`config.mk`:
```
export PLATFORM = sky130hd
export DESIGN_NAME = tis_front
export DESIGN_NICKNAME = d
export VERILOG_FILES = /design/src/rtl/trie_insert_search_defines.svh /design/src/rtl/tis_pkg.sv /design/src/rtl/tis_front.sv
export SDC_FILE = /design/constraint.sdc
export NUM_CORES = 1
export LEC_CHECK = 0
export BUFFER_PORTS_ARGS = -buffer_cell sky130_fd_sc_hd__buf_2
export CAP_MARGIN = 20
export CORE_MARGIN = 3
export CORE_UTILIZATION = 45
export CTS_CLUSTER_SIZE = 30
export DETAILED_ROUTE_END_ITERATION = 12
export HOLD_SLACK_MARGIN = 0.15
export PLACE_DENSITY = 0.69
export SLEW_MARGIN = 20
export SYNTH_ARGS = -nofsm -noshare
export SYNTH_HDL_FRONTEND = slang
export SYNTH_SLANG_ARGS = --single-unit
```
`constraint.sdc`:
```
create_clock -name clk -period 2.5 [get_ports clk]
set_clock_uncertainty 0.15 [all_clocks]
set_input_delay 0.375 -clock clk [delete_from_list [all_inputs] [get_ports clk]]
set_output_delay 0.375 -clock clk [all_outputs]
set_load 0.05 [all_outputs]
```
`src/rtl/trie_insert_search_defines.svh`:
```
// Assertion macros used by the trie walker RTL (tis_back).
// Each macro expects the clock clk and the active-low reset arst_n in scope.
`ifndef TRIE_INSERT_SEARCH_DEFINES_SVH
`define TRIE_INSERT_SEARCH_DEFINES_SVH

// Consequent must hold in the same cycle as the antecedent.
`define TIS_ASSERT_SAME(label, ante, cons, msg) \
	label: assert property (@(posedge clk) disable iff (!arst_n) (ante) |-> (cons)) \
		else $error(msg);

// Consequent must hold in the cycle after the antecedent.
`define TIS_ASSERT_NEXT(label, ante, cons, msg) \
	label: assert property (@(posedge clk) disable iff (!arst_n) (ante) |=> (cons)) \
		else $error(msg);

`endif

```
`src/rtl/tis_pkg.sv`:
```
`timescale 1ns / 1ps
// ----------------------------------------------------------------------------
// tis_pkg
// Shared types, sizes and codes of the trie insert/search block.
// ----------------------------------------------------------------------------
package tis_pkg;

	// trie geometry
	localparam int ALPHABET = 26;
	localparam int NODES    = 1024;

	localparam int BYTE_W  = 8;
	localparam int WORD_W  = 16;
	localparam int TOTAL_W = 11;
	localparam int SYM_W   = (ALPHABET > 1) ? $clog2(ALPHABET) : 1;
	localparam int NODE_W  = $clog2(NODES);
	localparam int CNT_W   = $clog2(NODES + 1);
	localparam int SLOT_W  = $clog2(ALPHABET * NODES);
	localparam int SLOTS   = ALPHABET * NODES;

	localparam logic [BYTE_W:0] ALPHA_LIM = (BYTE_W + 1)'(ALPHABET);

	// command queue between front and back
	localparam int QDEPTH = 2;
	localparam int QPTR_W = $clog2(QDEPTH);
	localparam int QCNT_W = $clog2(QDEPTH + 1);

	// reset value of the symbol base register
	localparam logic [BYTE_W-1:0] CHAR_BASE_RST = 8'd97;

	// operation kinds
	localparam logic [1:0] KIND_INSERT     = 2'd0;
	localparam logic [1:0] KIND_EXACT      = 2'd1;
	localparam logic [1:0] KIND_PREFIX     = 2'd2;
	localparam logic [1:0] KIND_PREFIX_ALT = 2'd3;

	// result status codes
	localparam logic [1:0] ST_OK         = 2'd0;
	localparam logic [1:0] ST_NOT_FOUND  = 2'd1;
	localparam logic [1:0] ST_FULL       = 2'd2;
	localparam logic [1:0] ST_BAD_SYMBOL = 2'd3;

	typedef struct packed {
		logic [1:0]        kind;
		logic [BYTE_W-1:0] char_byte;
		logic              has_char;
		logic              first;
		logic              last;
	} item_t;

	typedef struct packed {
		logic [1:0]         status;
		logic [WORD_W-1:0]  word_id;
		logic [TOTAL_W-1:0] node_total;
		logic [WORD_W-1:0]  word_total;
	} result_t;

	// classified character as queued for the back end
	typedef struct packed {
		logic [1:0]       kind;
		logic [SYM_W-1:0] sym;
		logic             bad;
		logic             has_char;
		logic             first;
		logic             last;
	} qent_t;

	// back end status seen by the front end
	typedef struct packed {
		logic clearing;
	} back_stat_t;

	typedef enum logic [1:0] {
		BS_CLEAR,
		BS_IDLE,
		BS_LOOK,
		BS_FLAG
	} back_state_t;

endpackage

```
`src/rtl/tis_front.sv`:
```
`timescale 1ns / 1ps
// ----------------------------------------------------------------------------
// tis_front
// Command front end: takes items, maps bytes to symbols, queues them.
// ----------------------------------------------------------------------------
module tis_front (
	input  logic               clk,
	input  logic               arst_n,
	input  logic               start,
	output logic               busy,
	input  tis_pkg::item_t     item,
	input  logic               cfg_valid,
	output logic               cfg_ready,
	input  logic [7:0]         cfg_data,
	input  tis_pkg::back_stat_t bstat,
	output logic               q_valid,
	output tis_pkg::qent_t     q_ent,
	input  logic               q_pop
);
	import tis_pkg::*;

	logic [BYTE_W-1:0] char_base_q;
	logic [BYTE_W-1:0] diff;
	qent_t             ent_c;
	qent_t             ent_q [QDEPTH];
	logic [QPTR_W-1:0] wr_q;
	logic [QPTR_W-1:0] rd_q;
	logic [QCNT_W-1:0] cnt_q;
	logic              push;

	// symbol base register, always ready for a transfer
	assign cfg_ready = 1'b1;

	always_ff @(posedge clk or negedge arst_n) begin
		if (!arst_n) begin
			char_base_q <= CHAR_BASE_RST;
		end else if (cfg_valid && cfg_ready) begin
			char_base_q <= cfg_data;
		end
	end

	// classify the incoming character
	always_comb begin
		diff           = item.char_byte - char_base_q;
		ent_c.kind     = (item.kind == KIND_PREFIX_ALT) ? KIND_PREFIX : item.kind;
		ent_c.sym      = diff[SYM_W-1:0];
		ent_c.bad      = {1'b0, diff} >= ALPHA_LIM;
		ent_c.has_char = item.has_char;
		ent_c.first    = item.first;
		ent_c.last     = item.last;
	end

	// hold off new items while the table clears or the queue is full
	assign busy    = bstat.clearing || (cnt_q == QCNT_W'(QDEPTH));
	assign push    = start && !busy;
	assign q_valid = (cnt_q != '0);
	assign q_ent   = ent_q[rd_q];

	// queue storage
	always_ff @(posedge clk) begin
		if (push) begin
			ent_q[wr_q] <= ent_c;
		end
	end

	// queue pointers and fill count
	always_ff @(posedge clk or negedge arst_n) begin
		if (!arst_n) begin
			wr_q  <= '0;
			rd_q  <= '0;
			cnt_q <= '0;
		end else begin
			if (push) begin
				wr_q <= (wr_q == QPTR_W'(QDEPTH - 1)) ? '0 : wr_q + 1'b1;
			end
			if (q_pop) begin
				rd_q <= (rd_q == QPTR_W'(QDEPTH - 1)) ? '0 : rd_q + 1'b1;
			end
			case ({push, q_pop})
				2'b10:   cnt_q <= cnt_q + 1'b1;
				2'b01:   cnt_q <= cnt_q - 1'b1;
				default: cnt_q <= cnt_q;
			endcase
		end
	end

endmodule

```
==> results of run 1 <==
worst min-delay path, cell delays in order:
cell and delay, ns:
buf_2 0.07, nand2_1 0.04, o21ai_0 0.06
power by group through the flow:
stage                     combinational, uW  sequential [uW]  clock [uW]
after floorplan                         614              762           0
after global placement                  715              798           0
after detailed placement                730              807           0
after CTS                               743              796         388
after global routing                    795              810         413
final                                   735              792         375
final cells by class:
type,instances,area [um^2],share of cell area (%)
Sequential cell,34,965,47.0
Multi-Input combinational cell,78,632,30.8
Timing Repair Buffer,46,263,12.8
Clock buffer,6,72.6,3.54
Tap cell,46,57.6,2.80
Inverter,14,52.6,2.56
Clock inverter,2,10.0,0.488
how the worst min path moves through the flow:
| stage | startpoint | end | slack, ns | cells past startpoint |
|---|---|---|---|---|
| after floorplan | arst_n | char_base_q[1] | -0.07 | 0 |
| final | cfg_data[3] | char_base_q[3] | 0.16 | 3 |
| after detailed placement | arst_n | char_base_q[7] | 0.12 | 1 |
| after global routing | cfg_data[3] | char_base_q[3] | 0.16 | 3 |
| after CTS | cfg_data[3] | char_base_q[3] | 0.15 | 3 |
| after global placement | arst_n | char_base_q[7] | 0.11 | 1 |
synth_stat cells, drive strengths merged (2+ instances only):
cell type | instances | share of area, %
nor2 | 4 | 1.0
o211ai | 2 | 0.90
nand2 | 10 | 2.2
edfxtp | 22 | 40
or2 | 2 | 0.75
inv | 14 | 3.1
a21oi | 4 | 1.2
xor2 | 4 | 2.1
buf | 2 | 0.75
clkbuf | 2 | 0.45
mux2 | 13 | 8.8
xnor2 | 5 | 2.6
ha | 9 | 6.7
o21ai | 8 | 2.4
dfrtp | 9 | 13
nand2b | 2 | 1.2
dfstp | 3 | 4.7
per-stage QoR:
step | hold WS (ns) | utilization (%) | power [uW] | area [um^2]
2_1_floorplan | -0.0706 | - | 1380 | 1670
4_1_cts | 0.153 | 59.6 | 1930 | 2050
3_5_place_dp | 0.122 | 55.5 | 1540 | 1910
5_1_grt | 0.156 | 59.6 | 2020 | 2050
3_3_place_gp | 0.113 | 55.5 | 1510 | 1910
6_report | 0.157 | 59.6 | 1900 | 2050
cell families after synthesis:
kind of cell	count (synthesis)	synth area share [%]
compound gates	21	8.55
xor+xnor	9	4.72
fa+ha+maj	10	7.95
buf+inv	18	4.35
flops	34	57.8
mux	13	8.77
other cells	1	0.225
simple gates	24	7.65
flip-flops by register name, summed over array words and instances (netlist names):
signal       cells
char_base_q      8
cnt_q            2
ent_q           22
rd_q             1
wr_q             1
routing by layer:
metal	wire length [um]	global-route usage (%)	vias to the layer above
met2	1430	26.9	34
met3	180	3.71	7
met4	63	6.84	0
met5	0	0	-
met1	1200	16.9	506
li1	-	-	549
==> results by group, run 1 <==
Critical path
  – Worst EP arrival: 2.13 ns
  – Slowest cell on crit path: fa_1
  – Worst R2R End: ent_q[0][3]
  – Critical Path Source Type: flop
  – CP top delay family: compound AO/OA/AOI/OAI gates
  – Crit path max fanout: 3
  – CP bufs+invs: 0
  – Reg-to-Reg Start: char_base_q[0]
  – End of the critical path: ent_q[0][3]
  – Crit path from: char_base_q[0]
  – R2r worst-path depth: 7
  – Cell depth of the worst setup path: 7
  – Req. time, crit path: 2.36 ns
  – Setup CP Type: flop to flop
  – R2R setup slack: 0.24 ns
  – Slowest Stage Delay on Critical Path: 0.39 ns
  – Critical Path End Type: flop
  – Worst-path cell chain: ha_1 -> fa_1 -> and2b_1 -> o221ai_1 -> a21boi_0 -> o21a_1 -> o211ai_1

Clock network
  – TritonCTS Buffers: 5
  – # clock sinks: 34
  – CTS tree: built
  – Clock tree root buffer cell: clkbuf_8
  – CTS resizes: 0
  – Hold Buf Count CTS: 6
  – Clock-pin slew on the worst setup and hold paths: 0.06 ns
  – H-Tree Depth: 2
  – Number of setup buffers added after CTS: 0
  – Maximum clock path buffer count: 2
  – Latest clock arrival within the worst-skew pair: 0.27 ns

Timing
  – Setup TNS Final: 0 ns
  – Post-route setup slack: 0.236 ns
  – Fmax: 442 MHz
  – Slew headroom: 65.7%
  – Slew @ Worst Pin: 0.515 ns
  – Tcrit/Tclk final: 90.6%
  – Tmin final: 2.26 ns
  – RSZ-0062 raised after global routing: no
  – Setup Viol. Count Final: 0
  – Slew Limit Fails: 0
  – Fin. Hold Viols: 0

Die
  – Rows: 21
  – Core Area: 3440 um^2
  – Die ar.: 4480 um^2
  – Die W: 66.9 um
  – Num ports: 41
  – Chip height: 66.9 um
  – Starting density of the core: 48.5%

Final layout
  – Antenna Cells: 0
  – Fill cell count: 298
  – Layout area overhead: 22.9%
  – Post-Layout Cell Count: 226
  – Most common cell after layout, fill and taps aside: buf_2
  – Final #Nets: 216
  – Layout cells sized above 1: 37.8%
  – Commonest cells after routing, fill and taps aside: 39 x buf_2, 22 x edfxtp_1, 14 x inv_1, 13 x mux2_2, 10 x nand2_1

Power and ir drop
  – Reg power frac: 41.7%
  – P per Cell Area: 927 nW/um^2
  – Pint: 1160 uW
  – Leakage: 0.000887 uW
  – Clock Power Share: 19.7%
  – Psw: 737 uW
  – Sw Share: 38.8%
  – Comb pwr share: 38.6%
  – Worst-case vdd ir drop: 392 uV

Yosys
  – Yosys warns: 0
  – Synthesized Nets: 167
  – Syn Inst Count: 130
  – Avg Inst Size Synth: 12.8 um^2
  – Yosys reg bits: 34
  – EDFF count, synth: 22
  – Seq/Total Area, Yosys: 57.8%
  – Synth unique cells: 36
  – Post-synth ARST share: 35.3%
  – Mapped cell area: 1670 um^2
  – Top FF cell, synth: edfxtp_1

Routing
  – Drt pass-1 iters: 4
  – Via count: 1,096
  – Initial DRC Count: 33
  – DR WL/cell: 12.7 um
  – Remaining DRCs: 0
  – Antenna-violating nets left: 0
  – Total Routed Length: 2870 um
  – Average via count per standard cell: 4.85

Global route
  – Global-route wire length before repair: 4970 um
  – Largest net degree at the start of global routing: 15
  – GR Overflow Total: 0
  – Total routing usage reported by global routing: 15.1%
  – Initial antenna violation count: 0
  – Vias in the first global route: 1,164

Placed design
  – Global placement routability congestion: 0.698
  – DP Wirelength: 2200 um
  – Pre-CTS setup slack: 0.0894 ns
  – Placed instance count: 212
  – Port bufs: 39

Hold path
  – Worst Hold Class: input port to flop

Status
  – Outcome: finished clean

Flow run
  – Max-Cap Viols: 0
Power figures use the tool's default switching activity.
==> inputs of run 2 (changes only) <==
Settings changed: PLACE_DENSITY 0.69 to 0.66.
==> results by group, run 2 (synthesis gave the netlist of run 1 again) <==
Status
  – Outcome: finished clean

Routing
  – Drt pass-1 iters: 4
  – DR WL/cell: 13.3 um
  – Initial DRC Count: 29
  – Remaining DRCs: 0
  – Average via count per standard cell: 4.83
  – Via count: 1,091
  – Antenna-violating nets left: 0
  – Total Routed Length: 3020 um

Final layout
  – Max reg flops: 22
  – Antenna Cells: 0
  – Final Util: 59.6%
  – Post-Layout Inst Area: 2050 um^2
  – Fill cell count: 299
  – Layout area overhead: 22.9%
  – Most common cell after layout, fill and taps aside: buf_2
  – Biggest register: ent_q
  – Final #Nets: 216
  – Layout cells sized above 1: 37.2%
  – Largest registers: ent_q (22), char_base_q (8), cnt_q (2)
  – Commonest cells after routing, fill and taps aside: 39 x buf_2, 22 x edfxtp_1, 14 x inv_1, 13 x mux2_2, 10 x nand2_1

Die
  – Die W: 66.9 um
  – Rows: 21
  – Chip height: 66.9 um
  – Die ar.: 4480 um^2
  – Starting density of the core: 48.5%
  – Core Area: 3440 um^2
  – Num ports: 41

Power and ir drop
  – Total power: 1900 uW
  – Worst-case vdd ir drop: 341 uV
  – P per Cell Area: 928 nW/um^2
  – Leakage: 0.000884 uW

Hold path
  – Worst Hold Class: input port to flop

Timing
  – Fmax: 439 MHz
  – Tcrit/Tclk final: 91.1%
  – Slew headroom: 64.7%
  – Setup TNS Final: 0 ns
  – Setup Viol. Count Final: 0
  – Slew Limit Fails: 0
  – Slew @ Worst Pin: 0.529 ns
  – Tmin final: 2.28 ns
  – RSZ-0062 raised after global routing: no
  – Fin. Hold Viols: 0

Critical path
  – Crit path max fanout: 3
  – R2R setup slack: 0.22 ns
  – Worst EP arrival: 2.14 ns
  – Critical Path End Type: flop
  – Critical Path Source Type: flop
  – Setup CP Type: flop to flop
  – Req. time, crit path: 2.36 ns

Clock network
  – Hold Buf Count CTS: 6
  – Maximum clock path buffer count: 2
  – # clock sinks: 34
  – CTS tree: built
  – TritonCTS Buffers: 5
  – CTS resizes: 0
  – H-Tree Depth: 2
  – Number of setup buffers added after CTS: 0
  – Latest clock arrival within the worst-skew pair: 0.28 ns
  – Clock-pin slew on the worst setup and hold paths: 0.06 ns
  – Clock tree root buffer cell: clkbuf_8

Placed design
  – Global placement routability congestion: 0.799
  – Port bufs: 39
  – DP Wirelength: 2230 um
  – Area post-placement: 1910 um^2

Global route
  – Vias in the first global route: 1,155
  – Largest net degree at the start of global routing: 15
  – Total routing usage reported by global routing: 15.9%
  – Initial antenna violation count: 0
  – GR Overflow Total: 0
  – Global-route wire length before repair: 5150 um

Flow run
  – Max-Cap Viols: 0
==> run 2: worst paths after layout <==
kind                           startpoint              to  depth (start not counted)
setup / recovery           char_base_q[0]     ent_q[1][3]                          7
hold / removal                cfg_data[3]  char_base_q[3]                          3
setup reg to reg           char_base_q[0]     ent_q[1][3]                          7
hold reg to reg                  cnt_q[1]        cnt_q[1]                          1
max in group asynchronous          arst_n  char_base_q[6]                          2
min in group asynchronous          arst_n            rd_q                          2
==> run 2: metrics by stage <==
stage                     cells  setup slack [ns]  hold WS (ns)
after floorplan             130             0.319       -0.0706
after global placement      212             0.141         0.114
after detailed placement    212            0.0859         0.121
after CTS                   226             0.230         0.155
after global routing        226            0.0727         0.159
final                       226             0.224         0.159
==> run 2: worst max-delay path, stage by stage, from the launching register on <==
cell and delay (ns):
dfstp_2 0.38, ha_1 0.19, fa_1 0.41, and2b_1 0.25, o221ai_1 0.12, a21boi_0 0.25
o21a_1 0.15, o211ai_1 0.11
==> run 2: report_power, final <==
part / internal [uW] / total [uW] / switching (uW)
Clock: 191 / 375 / 184
Sequential: 715 / 791 / 76.3
Combinational: 258 / 737 / 479
Total: 1160 / 1900 / 739
==> run 2: final cells by class <==
type                       count  area (um^2)  share of cell area, %
sequential                    34          965                   47.0
multi-input combinational     78          632                   30.8
tap                           46         57.6                   2.81
clock buffer                   6         72.6                   3.54
clock inverter                 2         8.76                  0.427
timing repair buffer          46          263                   12.8
inverter                      14         52.6                   2.56
==> run 2: routing by layer <==
metal | vias to the layer above | share of wire (%) | track usage, %
li1 | 547 | - | -
met5 | - | 0 | 0
met3 | 4 | 7.6 | 6.24
met2 | 38 | 52 | 27.5
met1 | 502 | 39 | 17.4
met4 | 0 | 1.2 | 6.33
==> inputs of run 3 (changes only) <==
Settings changed: PLACE_DENSITY 0.66 to default, PLACE_DENSITY_LB_ADDON from default to 0.08.
==> results by group, run 3 (synthesis gave the netlist of run 1 again) <==
Timing
  – Tcrit/Tclk final: 90.9%
  – Slew Limit Fails: 0
  – Setup TNS Final: 0 ns
  – Setup Viol. Count Final: 0
  – Slew @ Worst Pin: 0.518 ns
  – RSZ-0062 raised after global routing: no
  – Fmax: 440 MHz
  – Tmin final: 2.27 ns
  – Slew headroom: 65.5%
  – Fin. Hold Viols: 0

Critical path
  – Setup CP Type: flop to flop
  – Slowest cell on crit path: fa_1
  – Critical Path Source Type: flop
  – Crit path max fanout: 3
  – Reg-to-Reg Start: char_base_q[0]
  – Slowest Stage Delay on Critical Path: 0.40 ns
  – Crit path from: char_base_q[0]
  – Worst EP arrival: 2.14 ns
  – Worst-path cell chain: ha_1 -> fa_1 -> and2b_1 -> o221ai_1 -> a21boi_0 -> o21a_1 -> o211ai_1
  – Critical Path End Type: flop
  – Req. time, crit path: 2.36 ns

Global route
  – Total routing usage reported by global routing: 14.1%
  – Largest net degree at the start of global routing: 15
  – GR Overflow Total: 0
  – Initial antenna violation count: 0
  – Vias in the first global route: 1,015
  – Global-route wire length before repair: 4500 um

Placed design
  – Global placement routability congestion: 0.713
  – Placed instance count: 212
  – Port bufs: 39
  – DP Wirelength: 2020 um

Die
  – Core Area: 3440 um^2
  – Die W: 66.9 um
  – Starting density of the core: 48.5%
  – Die ar.: 4480 um^2
  – Chip height: 66.9 um
  – Rows: 21
  – Num ports: 41

Hold path
  – Worst Hold Class: input port to flop
  – Hold Crit Start: cfg_data[0]

Status
  – Outcome: finished clean

Clock network
  – Clock-pin slew on the worst setup and hold paths: 0.06 ns
  – TritonCTS Buffers: 5
  – # clock sinks: 34
  – Clock tree root buffer cell: clkbuf_8
  – Maximum clock path buffer count: 2
  – Latest clock arrival within the worst-skew pair: 0.28 ns
  – CTS tree: built
  – H-Tree Depth: 2

Routing
  – Antenna-violating nets left: 0
  – Average via count per standard cell: 4.69
  – Drt pass-1 iters: 4
  – Remaining DRCs: 0
  – DR WL/cell: 11.5 um
  – Total Routed Length: 2670 um
  – Via count: 1,087
  – Initial DRC Count: 38

Final layout
  – Final #Nets: 222
  – Max reg flops: 22
  – Post-Layout Cell Count: 232
  – Most common cell after layout, fill and taps aside: buf_2
  – Antenna Cells: 0
  – Layout cells sized above 1: 36.0%
  – Commonest cells after routing, fill and taps aside: 39 x buf_2, 22 x edfxtp_1, 14 x inv_1, 13 x mux2_2, 12 x dlygate4sd3_1
  – Largest registers: ent_q (22), char_base_q (8), cnt_q (2)
  – Biggest register: ent_q
  – Fill cell count: 282
  – Layout area overhead: 26.5%

Power and ir drop
  – Leakage: 0.000909 uW
  – P per Cell Area: 898 nW/um^2
  – Worst-case vdd ir drop: 452 uV

Flow run
  – Max-Cap Viols: 0
run 3: cell count changes in the layout (fill, tap and decap cells not counted):
cell           previous run  this run
dlygate4sd3_1             6        12
run 3: worst max-delay path, delay by kind of cell (launching register included):
kind	cells	cell delay, ns
AND/OR/NAND/NOR	1	0.24
flip-flops	1	0.38
AO/OA/AOI/OAI	4	0.66
adder cells (fa/ha/maj)	2	0.59
run 3: worst paths after layout:
| check | end | slack, ns | depth (start not counted) |
|---|---|---|---|
| worst max-delay path | ent_q[1][3] | 0.23 | 7 |
| worst min-delay path | char_base_q[0] | 0.18 | 2 |
| worst max register to register | ent_q[1][3] | 0.23 | 7 |
| worst min register to register | cnt_q[1] | 0.34 | 1 |
| max in group asynchronous | char_base_q[6] | 1.57 | 2 |
| min in group asynchronous | cnt_q[1] | 0.35 | 2 |
run 3: layout make-up:
class                   instances  area (um^2)  area share (%)
flip-flops and latches         34          965            45.7
multi-input cells              78          632            29.9
repair buffers                 52          323            15.3
clock buffers                   6         72.6            3.44
well taps                      46         57.6            2.73
inverters                      14         52.6            2.49
clock inverters                 2         8.76           0.415
run 3: metrics by stage:
step / util [%] / setup WS (ns) / total power [uW] / hold WS (ns) / area (um^2)
after floorplan: - / 0.319 / 1380 / -0.0706 / 1670
after global placement: 55.5 / 0.146 / 1520 / 0.111 / 1910
after detailed placement: 55.5 / 0.0812 / 1530 / 0.122 / 1910
after CTS: 61.3 / 0.230 / 1920 / 0.171 / 2110
after global routing: 61.3 / 0.0843 / 2010 / 0.178 / 2110
final: 61.3 / 0.227 / 1900 / 0.182 / 2110
run 3: where the power goes:
group | switching, uW | internal, uW | total (uW)
logic | 471 | 263 | 734
registers | 75.8 | 715 | 791
clock network | 179 | 191 | 370
total | 726 | 1170 | 1900
run 3: timing repair:
action,CTS,global route
buffers inserted,0,0
resized for setup,0,0
hold buffers,12,0
endpoints found under the hold margin,27,0
run 3: layer usage:
layer | share of wire, % | up-vias | track usage, %
li1 | - | 561 | -
met1 | 44 | 489 | 16.2
met2 | 47 | 31 | 22.4
met3 | 7.3 | 6 | 5.40
met4 | 2.2 | 0 | 7.59
met5 | 0 | - | 0
